$ cat config.mk
export PLATFORM = sky130hd
export DESIGN_NAME = double_ended_queue
export DESIGN_NICKNAME = d
export VERILOG_FILES = /design/src/rtl/deq_pkg.sv /design/src/rtl/deq_ram.sv /design/src/rtl/deq_ctrl.sv /design/src/rtl/double_ended_queue.sv
export VERILOG_INCLUDE_DIRS = /design/src /design/src/rtl
export SDC_FILE = /design/constraint.sdc
export NUM_CORES = 1
export LEC_CHECK = 0
export BUFFER_PORTS_ARGS = -buffer_cell sky130_fd_sc_hd__buf_4
export CAP_MARGIN = 40
export CORE_ASPECT_RATIO = 1.4
export CORE_UTILIZATION = 30
export DETAILED_ROUTE_END_ITERATION = 10
export PLACE_DENSITY = 0.56
export SYNTH_ARGS = -nofsm -noshare
export SYNTH_HDL_FRONTEND = slang
export SYNTH_SLANG_ARGS = --single-unit
$ cat constraint.sdc
create_clock -name i_clk -period 5.9 [get_ports i_clk]
set_input_delay 0.885 -clock i_clk [delete_from_list [all_inputs] [get_ports i_clk]]
set_output_delay 0.885 -clock i_clk [all_outputs]
set_load 0.03 [all_outputs]
$ cat src/rtl/double_ended_queue_assert.svh
// assertion macros used by the queue control module
`ifndef DOUBLE_ENDED_QUEUE_ASSERT_SVH
`define DOUBLE_ENDED_QUEUE_ASSERT_SVH

`ifndef NO_ASSERTIONS
// clocked check, switched off while reset is low
`define DEQ_ASSERT(lbl, clk, rst_n, prop, msg) \
    lbl: assert property (@(posedge clk) disable iff (!rst_n) prop) else $error(msg);
// clocked check that also holds through reset
`define DEQ_ASSERT_ALWAYS(lbl, clk, prop, msg) \
    lbl: assert property (@(posedge clk) prop) else $error(msg);
`else
`define DEQ_ASSERT(lbl, clk, rst_n, prop, msg)
`define DEQ_ASSERT_ALWAYS(lbl, clk, prop, msg)
`endif

`endif

$ cat src/rtl/deq_pkg.sv
package deq_pkg;

    localparam int DEPTH_DEF = 16;
    localparam int VALUE_W   = 32;

    localparam logic signed [VALUE_W-1:0] INT_MIN = {1'b1, {(VALUE_W-1){1'b0}}};

    typedef enum logic [2:0] {
        ACT_PUSH_HEAD = 3'd0,
        ACT_PUSH_TAIL = 3'd1,
        ACT_POP_HEAD  = 3'd2,
        ACT_POP_TAIL  = 3'd3,
        ACT_QUERY     = 3'd4
    } t_action;

    typedef enum logic [1:0] {
        ST_OK        = 2'd0,
        ST_POP_EMPTY = 2'd1,
        ST_PUSH_FULL = 2'd2
    } t_status;

    typedef enum logic {
        S_IDLE,
        S_FETCH
    } t_state;

    typedef struct packed {
        logic signed [VALUE_W-1:0] popped;
        logic [1:0]                status;
        logic signed [VALUE_W-1:0] head;
        logic signed [VALUE_W-1:0] tail;
        logic                      empty;
    } t_deq_result;

endpackage

$ cat src/rtl/deq_ram.sv
module deq_ram #(
    parameter int WIDTH = 32,
    parameter int DEPTH = 16
) (
    input  logic                     i_clk,
    input  logic                     i_we,
    input  logic [$clog2(DEPTH)-1:0] i_waddr,
    input  logic [WIDTH-1:0]         i_wdata,
    input  logic                     i_re,
    input  logic [$clog2(DEPTH)-1:0] i_raddr,
    output logic [WIDTH-1:0]         o_rdata
);

    logic [WIDTH-1:0] r_mem [DEPTH];
    logic [WIDTH-1:0] r_rdata;

    always_ff @(posedge i_clk) begin
        if (i_we) begin
            r_mem[i_waddr] <= i_wdata;
        end
        if (i_re) begin
            r_rdata <= r_mem[i_raddr];
        end
    end

    assign o_rdata = r_rdata;

endmodule

$ cat src/rtl/deq_ctrl.sv
module deq_ctrl #(
    parameter int DEPTH = 16
) (
    input  logic                                   i_clk,
    input  logic                                   i_rst_n,
    input  logic                                   i_start,
    input  logic [2:0]                             i_action,
    input  logic signed [deq_pkg::VALUE_W-1:0]     i_push_value,
    output logic                                   o_busy,
    output logic                                   o_valid,
    output deq_pkg::t_deq_result                   o_result,
    output logic                                   o_we,
    output logic [$clog2(DEPTH)-1:0]               o_waddr,
    output logic [deq_pkg::VALUE_W-1:0]            o_wdata,
    output logic                                   o_re,
    output logic [$clog2(DEPTH)-1:0]               o_raddr,
    input  logic [deq_pkg::VALUE_W-1:0]            i_rdata
);

    import deq_pkg::*;
    `include "double_ended_queue_assert.svh"

    localparam int IW = $clog2(DEPTH);
    localparam int CW = $clog2(DEPTH + 1);

    t_state                r_state, n_state;
    logic [IW-1:0]         r_front, n_front;
    logic [IW-1:0]         r_back, n_back;
    logic [CW-1:0]         r_count, n_count;
    logic signed [VALUE_W-1:0] r_head, n_head;
    logic signed [VALUE_W-1:0] r_tail, n_tail;
    logic                  r_pop_head, n_pop_head;
    logic                  r_valid, n_valid;
    t_deq_result           r_res, n_res;

    logic          accept;
    logic          ring_empty;
    logic          is_full;
    logic [IW-1:0] front_inc, front_dec, back_inc, back_dec;

    function automatic logic [IW-1:0] wrap_inc(input logic [IW-1:0] idx);
        return (idx == IW'(DEPTH - 1)) ? '0 : idx + 1'b1;
    endfunction

    function automatic logic [IW-1:0] wrap_dec(input logic [IW-1:0] idx);
        return (idx == '0) ? IW'(DEPTH - 1) : idx - 1'b1;
    endfunction

    assign o_busy     = (r_state == S_FETCH);
    assign accept     = i_start && !o_busy;
    assign ring_empty = (r_count == '0);
    assign is_full    = (r_count == CW'(DEPTH));
    assign front_inc  = wrap_inc(r_front);
    assign front_dec  = wrap_dec(r_front);
    assign back_inc   = wrap_inc(r_back);
    assign back_dec   = wrap_dec(r_back);

    always_ff @(posedge i_clk) begin
        if (!i_rst_n) begin
            r_state <= S_IDLE;
            r_front <= '0;
            r_back  <= '0;
            r_count <= '0;
            r_valid <= 1'b0;
        end else begin
            r_state <= n_state;
            r_front <= n_front;
            r_back  <= n_back;
            r_count <= n_count;
            r_valid <= n_valid;
        end
    end

    // cached end values and the result register carry no reset
    always_ff @(posedge i_clk) begin
        r_head     <= n_head;
        r_tail     <= n_tail;
        r_pop_head <= n_pop_head;
        r_res      <= n_res;
    end

    always_comb begin
        n_state    = r_state;
        n_front    = r_front;
        n_back     = r_back;
        n_count    = r_count;
        n_head     = r_head;
        n_tail     = r_tail;
        n_pop_head = r_pop_head;
        n_valid    = 1'b0;
        n_res      = r_res;
        o_we       = 1'b0;
        o_waddr    = r_back;
        o_wdata    = i_push_value;
        o_re       = 1'b0;
        o_raddr    = front_inc;

        case (r_state)
            S_IDLE: begin
                if (accept) begin
                    n_valid      = 1'b1;
                    n_res.popped = INT_MIN;
                    n_res.status = ST_OK;
                    n_res.head   = ring_empty ? INT_MIN : r_head;
                    n_res.tail   = ring_empty ? INT_MIN : r_tail;
                    n_res.empty  = ring_empty;
                    case (i_action)
                        ACT_PUSH_HEAD: begin
                            if (is_full) begin
                                n_res.status = ST_PUSH_FULL;
                            end else begin
                                o_we        = 1'b1;
                                o_waddr     = front_dec;
                                n_front     = front_dec;
                                n_count     = r_count + 1'b1;
                                n_head      = i_push_value;
                                n_res.head  = i_push_value;
                                n_res.empty = 1'b0;
                                if (ring_empty) begin
                                    n_tail     = i_push_value;
                                    n_res.tail = i_push_value;
                                end
                            end
                        end
                        ACT_PUSH_TAIL: begin
                            if (is_full) begin
                                n_res.status = ST_PUSH_FULL;
                            end else begin
                                o_we        = 1'b1;
                                o_waddr     = r_back;
                                n_back      = back_inc;
                                n_count     = r_count + 1'b1;
                                n_tail      = i_push_value;
                                n_res.tail  = i_push_value;
                                n_res.empty = 1'b0;
                                if (ring_empty) begin
                                    n_head     = i_push_value;
                                    n_res.head = i_push_value;
                                end
                            end
                        end
                        ACT_POP_HEAD: begin
                            if (ring_empty) begin
                                n_res.status = ST_POP_EMPTY;
                            end else begin
                                n_res.popped = r_head;
                                n_front      = front_inc;
                                n_count      = r_count - 1'b1;
                                if (r_count == CW'(1)) begin
                                    n_res.head  = INT_MIN;
                                    n_res.tail  = INT_MIN;
                                    n_res.empty = 1'b1;
                                end else begin
                                    // new front entry comes back from the ram next cycle
                                    o_re       = 1'b1;
                                    o_raddr    = front_inc;
                                    n_pop_head = 1'b1;
                                    n_valid    = 1'b0;
                                    n_state    = S_FETCH;
                                end
                            end
                        end
                        ACT_POP_TAIL: begin
                            if (ring_empty) begin
                                n_res.status = ST_POP_EMPTY;
                            end else begin
                                n_res.popped = r_tail;
                                n_back       = back_dec;
                                n_count      = r_count - 1'b1;
                                if (r_count == CW'(1)) begin
                                    n_res.head  = INT_MIN;
                                    n_res.tail  = INT_MIN;
                                    n_res.empty = 1'b1;
                                end else begin
                                    // back_dec now points just past the back entry
                                    o_re       = 1'b1;
                                    o_raddr    = wrap_dec(back_dec);
                                    n_pop_head = 1'b0;
                                    n_valid    = 1'b0;
                                    n_state    = S_FETCH;
                                end
                            end
                        end
                        ACT_QUERY: begin
                        end
                        default: begin
                        end
                    endcase
                end
            end
            S_FETCH: begin
                n_valid = 1'b1;
                n_state = S_IDLE;
                if (r_pop_head) begin
                    n_head     = $signed(i_rdata);
                    n_res.head = $signed(i_rdata);
                end else begin
                    n_tail     = $signed(i_rdata);
                    n_res.tail = $signed(i_rdata);
                end
            end
            default: begin
                n_state = S_IDLE;
            end
        endcase
    end

    assign o_valid  = r_valid;
    assign o_result = r_res;

    `DEQ_ASSERT(a_count_range, i_clk, i_rst_n, r_count <= CW'(DEPTH), "entry count beyond depth")
    `DEQ_ASSERT(a_fetch_one_cycle, i_clk, i_rst_n, (r_state == S_FETCH) |=> (r_state == S_IDLE), "fetch state held")
    `DEQ_ASSERT(a_fetch_gives_result, i_clk, i_rst_n, (r_state == S_FETCH) |=> r_valid, "fetch without result")
    `DEQ_ASSERT(a_empty_matches, i_clk, i_rst_n, r_valid |-> (r_res.empty == (r_count == '0)), "empty flag disagrees with count")
    `DEQ_ASSERT(a_no_write_in_fetch, i_clk, i_rst_n, (r_state == S_FETCH) |-> !o_we, "ram written during fetch")

endmodule

$ cat src/rtl/double_ended_queue.sv
// channel   direction  transfer condition     ports
// command   in         start && !busy         i_action, i_push_value
// result    out        o_valid (one cycle)    o_popped_value, o_status, o_head_value,
//                                             o_tail_value, o_is_empty_flag
//
// pushes, queries, failed ops and a pop that leaves the queue empty: result in the cycle
// after the command, busy stays low, so one command per cycle
// any other pop: busy high for one cycle while the new end entry is read back
// from the entry ram (one read port, registered read data)
// synchronous active-low reset empties the queue; ram contents are not cleared
// the receiver cannot stall: each result shows for exactly one cycle
module double_ended_queue #(
    parameter int DEPTH = deq_pkg::DEPTH_DEF
) (
    input  logic                               i_clk,
    input  logic                               i_rst_n,
    input  logic                               start,
    output logic                               busy,
    input  logic [2:0]                         i_action,
    input  logic signed [deq_pkg::VALUE_W-1:0] i_push_value,
    output logic                               o_valid,
    output logic signed [deq_pkg::VALUE_W-1:0] o_popped_value,
    output logic [1:0]                         o_status,
    output logic signed [deq_pkg::VALUE_W-1:0] o_head_value,
    output logic signed [deq_pkg::VALUE_W-1:0] o_tail_value,
    output logic                               o_is_empty_flag
);

    import deq_pkg::*;

    localparam int IW = $clog2(DEPTH);

    t_deq_result        result;
    logic               ram_we;
    logic [IW-1:0]      ram_waddr;
    logic [VALUE_W-1:0] ram_wdata;
    logic               ram_re;
    logic [IW-1:0]      ram_raddr;
    logic [VALUE_W-1:0] ram_rdata;

    deq_ctrl #(
        .DEPTH (DEPTH)
    ) u_ctrl (
        .i_clk        (i_clk),
        .i_rst_n      (i_rst_n),
        .i_start      (start),
        .i_action     (i_action),
        .i_push_value (i_push_value),
        .o_busy       (busy),
        .o_valid      (o_valid),
        .o_result     (result),
        .o_we         (ram_we),
        .o_waddr      (ram_waddr),
        .o_wdata      (ram_wdata),
        .o_re         (ram_re),
        .o_raddr      (ram_raddr),
        .i_rdata      (ram_rdata)
    );

    deq_ram #(
        .WIDTH (VALUE_W),
        .DEPTH (DEPTH)
    ) u_ram (
        .i_clk   (i_clk),
        .i_we    (ram_we),
        .i_waddr (ram_waddr),
        .i_wdata (ram_wdata),
        .i_re    (ram_re),
        .i_raddr (ram_raddr),
        .o_rdata (ram_rdata)
    );

    assign o_popped_value  = result.popped;
    assign o_status        = result.status;
    assign o_head_value    = result.head;
    assign o_tail_value    = result.tail;
    assign o_is_empty_flag = result.empty;

endmodule
==> summary.json <==
{
  "clock_tree": {
    "cts_tree": "done",
    "cts_setup_buffers": 0,
    "cts_inserted_buffers": 66,
    "worstSkewPairLatency_ps": 620,
    "cts_hold_buffers_added": 0,
    "post_cts_resize_count": 0,
    "worst_case_clock_buffer_depth": 3,
    "htree_num_levels": 3,
    "total_number_of_clock_tree_sinks": 723,
    "cts.reportedPaths.clkPinSlew_ps": 70,
    "cts.root.buffer_cell": "clkbuf_16"
  },
  "pwr": {
    "power_density_nw_per_um2": 318.2,
    "finalPower_w": 0.01111,
    "ir_drop_mv": 0.1894,
    "power.static_leakage_nw": 11.69
  },
  "timing": {
    "period_needed_ps": 3808,
    "relSlewSlack": 0.4012,
    "rsz0062_at_grt": "no",
    "totalNegativeSetupSlack_ps": 0,
    "hold-worst-slack_ps": 547.8,
    "final.period_utilization": 0.6454,
    "final-setup-viol-count": 0,
    "drv_slew": 0,
    "count_of_final_hold_check_violations": 0,
    "max_freq_ghz": 0.2626,
    "max_slew.worst_pin.slew_ps": 898.3,
    "final_critical_path_setup_slack_ps": 2092,
    "clock-skew-final_ps": 16.82
  },
  "setup_path": {
    "critical_path.startpoint": "u_ctrl.r_count[0]$_SDFFE_PN0P_",
    "worstSetupPathType": "reg -> reg",
    "worstReg2RegStart": "u_ctrl.r_count[0]$_SDFFE_PN0P_",
    "cp_data_required_time_ps": 6260,
    "reg_to_reg_setup_timing_slack_ps": 2090,
    "arrival_ps": 4160,
    "cp-end-kind": "flop",
    "critical_path.startpoint_type": "flop",
    "worstReg2RegEnd": "u_ram.o_rdata[10]$_DFFE_PP_",
    "crit_path_max_fanout": 65,
    "rr_worst_depth": 9,
    "crit_path_end": "u_ram.o_rdata[10]$_DFFE_PP_"
  },
  "finish": {
    "num-fill-cells": 9260,
    "finish.net_count": 2201,
    "drive_above_1_share": 0.1680,
    "final_design_area_no_fill_um2": 34920,
    "syn2layout_area_growth_pct": 17.63,
    "n_antenna_cell": 0
  },
  "detailed_routing": {
    "vias": 17087,
    "finalWirelength_um": 76530,
    "ant_nets": 0,
    "drcViolationCount": 0,
    "routedWlPerCell_um": 21.78,
    "avgViaCountPerCell": 4.863,
    "detailedRoute.firstPassIterationCount": 6,
    "starting_drt_drc_count": 1406
  },
  "synthesis": {
    "synth_edf_count": 708,
    "synth_warnings": 0,
    "yosys_most_used_dff": "edfxtp_1",
    "syn_inst": 2004,
    "syn-cell-area_um2": 29690,
    "synth.lib_cells_used.distinct": 44,
    "synth-async-reset-ratio": 0,
    "synth_nets": 2053,
    "synth_area_per_cell_um2": 14.81,
    "synth_largest_type_area_fraction": 0.7162,
    "cell_types_with_the_largest_area_share_after_synthesis": "edfxtp_1 (72%), mux2i_1 (5.7%), mux2_1 (3.5%), o211ai_1 (3.3%), nand2_1 (3.2%)",
    "synth.yosys.seq_area_share": 0.7263,
    "postSynthRegisterBits": 723,
    "netlist.top_cell.by_area": "edfxtp_1"
  },
  "global_routing": {
    "antenna_found_initial": 4,
    "number_of_global_route_vias_before_repair": 17433,
    "grt_start_max_net_pins": 73,
    "global_route.overflow_total": 0,
    "first_pass_grt_wire_length_um": 113100,
    "grt_util_all_layers": 0.1517
  },
  "hold_path": {
    "path_class_of_the_lowest_slack_min_delay_path": "in -> reg",
    "min_delay_path_depth": 3
  },
  "place": {
    "placed_cell_area_um2": 32810,
    "place_ws_ps": 1461,
    "gp_routability_congestion": 0.8213,
    "buffers_added_on_ports": 138,
    "place.detailed.hpwl_um": 48530
  },
  "floorplanning": {
    "placeableCoreArea_um2": 98180,
    "floorplan.initialDensity": 0.3023,
    "fp.dieArea_um2": 100200,
    "chipWidth_um": 267.9,
    "die_height_um": 374.2,
    "floorplan.rows": 136,
    "io_pins": 139
  },
  "status": {
    "run_status": "finished, final reports clean"
  },
  "run": {
    "drv_cap": 0
  }
}
==> through the flow <==
step,utilization,std cells
global route,0.3557,3514
global placement,0.3317,3385
floorplan,-,2004
CTS,0.3557,3514
finish,0.3557,3514
detailed placement,0.3341,3395
==> layout make-up <==
cell class                 count  area, um2  area share
clock inverter                38      340.3    0.009746
sequential                   723      21560      0.6175
clock buffer                  81       1772     0.05074
multi-input combinational   1116       7679      0.2199
timing repair buffer         200       1758     0.05034
inverter                      45      168.9    0.004837
tap                         1311       1640     0.04697
==> power breakdown <==
group	switching [W]	total (W)	internal, W	leakage [nW]
Combinational	0.000695	0.00104	0.000341	4.04
Sequential	0.0000445	0.00581	0.00576	6.63
Clock	0.00186	0.00427	0.00240	1.02
Total	0.00260	0.0111	0.00851	11.7
==> layout by cell type, fill, tap and decap left out, drive strengths merged, types with 4 or more instances in the layout <==
cell,instances
o211ai,129
ha,11
a31oi,4
a22oi,17
nand2b,10
nand3,21
xnor2,10
nand2,250
nand4,35
dfxtp,15
mux2,132
bufinv,6
nor2,115
nor3,4
inv,47
o21ai,93
clkbuf,81
clkinv,27
buf,200
edfxtp,708
a21oi,76
mux2i,170
a211oi,5
==> worst max-delay path: stages, from the launching register on <==
cell	delay, ps
dfxtp_1	450
inv_1	100
ha_1	240
o21ba_2	270
a211oi_4	530
mux2i_4	710
buf_12	410
mux2_1	380
o211ai_1	230
nand4_1	120
==> synth_stat cells (all sizes together) (30+ instances only) <==
cell type	count
a21oi	76
buf	30
clkbuf	90
edfxtp	708
inv	45
mux2	132
mux2i	170
nand2	250
nand4	35
nor2	115
o211ai	129
o21ai	93
==> logic make-up after synthesis <==
kind of cell / synth area share
AO/OA/AOI/OAI: 0.07380
multiplexers: 0.1074
XOR/XNOR: 0.003540
AND/OR/NAND/NOR: 0.06238
buffers and inverters: 0.02196
adder cells (fa/ha/maj): 0.004636
flip-flops: 0.7263
==> metal layers <==
layer	GRT usage	wire, um
met1	0.1870	31550
met3	0.02040	3275
met5	0	39
met4	0.05229	2048
met2	0.2693	39610
==> how the worst min path moves through the flow <==
stage	slack (ps)	endpoint	start
after CTS	510	u_ctrl.o_valid$_SDFF_PN0_	start
final	550	u_ctrl.o_valid$_SDFF_PN0_	start
after floorplan	520	u_ctrl.o_result[32]$_DFFE_PP_	u_ram.o_rdata[31]$_DFFE_PP_
after detailed placement	560	u_ctrl.o_result[49]$_DFFE_PP_	u_ctrl.r_head[16]$_DFFE_PP_
after global placement	550	u_ctrl.o_result[49]$_DFFE_PP_	u_ctrl.r_head[16]$_DFFE_PP_
after global routing	540	u_ctrl.o_valid$_SDFF_PN0_	start
==> registers in the layout, indices dropped and copies added (netlist names) <==
register / count
u_ctrl.o_valid: 1
u_ctrl.r_pop_head: 1
u_ctrl.r_count: 5
u_ctrl.o_busy: 1
u_ctrl.r_back: 4
u_ram.r_mem: 512
u_ctrl.r_front: 4
u_ctrl.r_head: 32
u_ctrl.o_result: 99
u_ctrl.r_tail: 32
u_ram.o_rdata: 32
No activity file was read; power rests on OpenSTA's default activity.
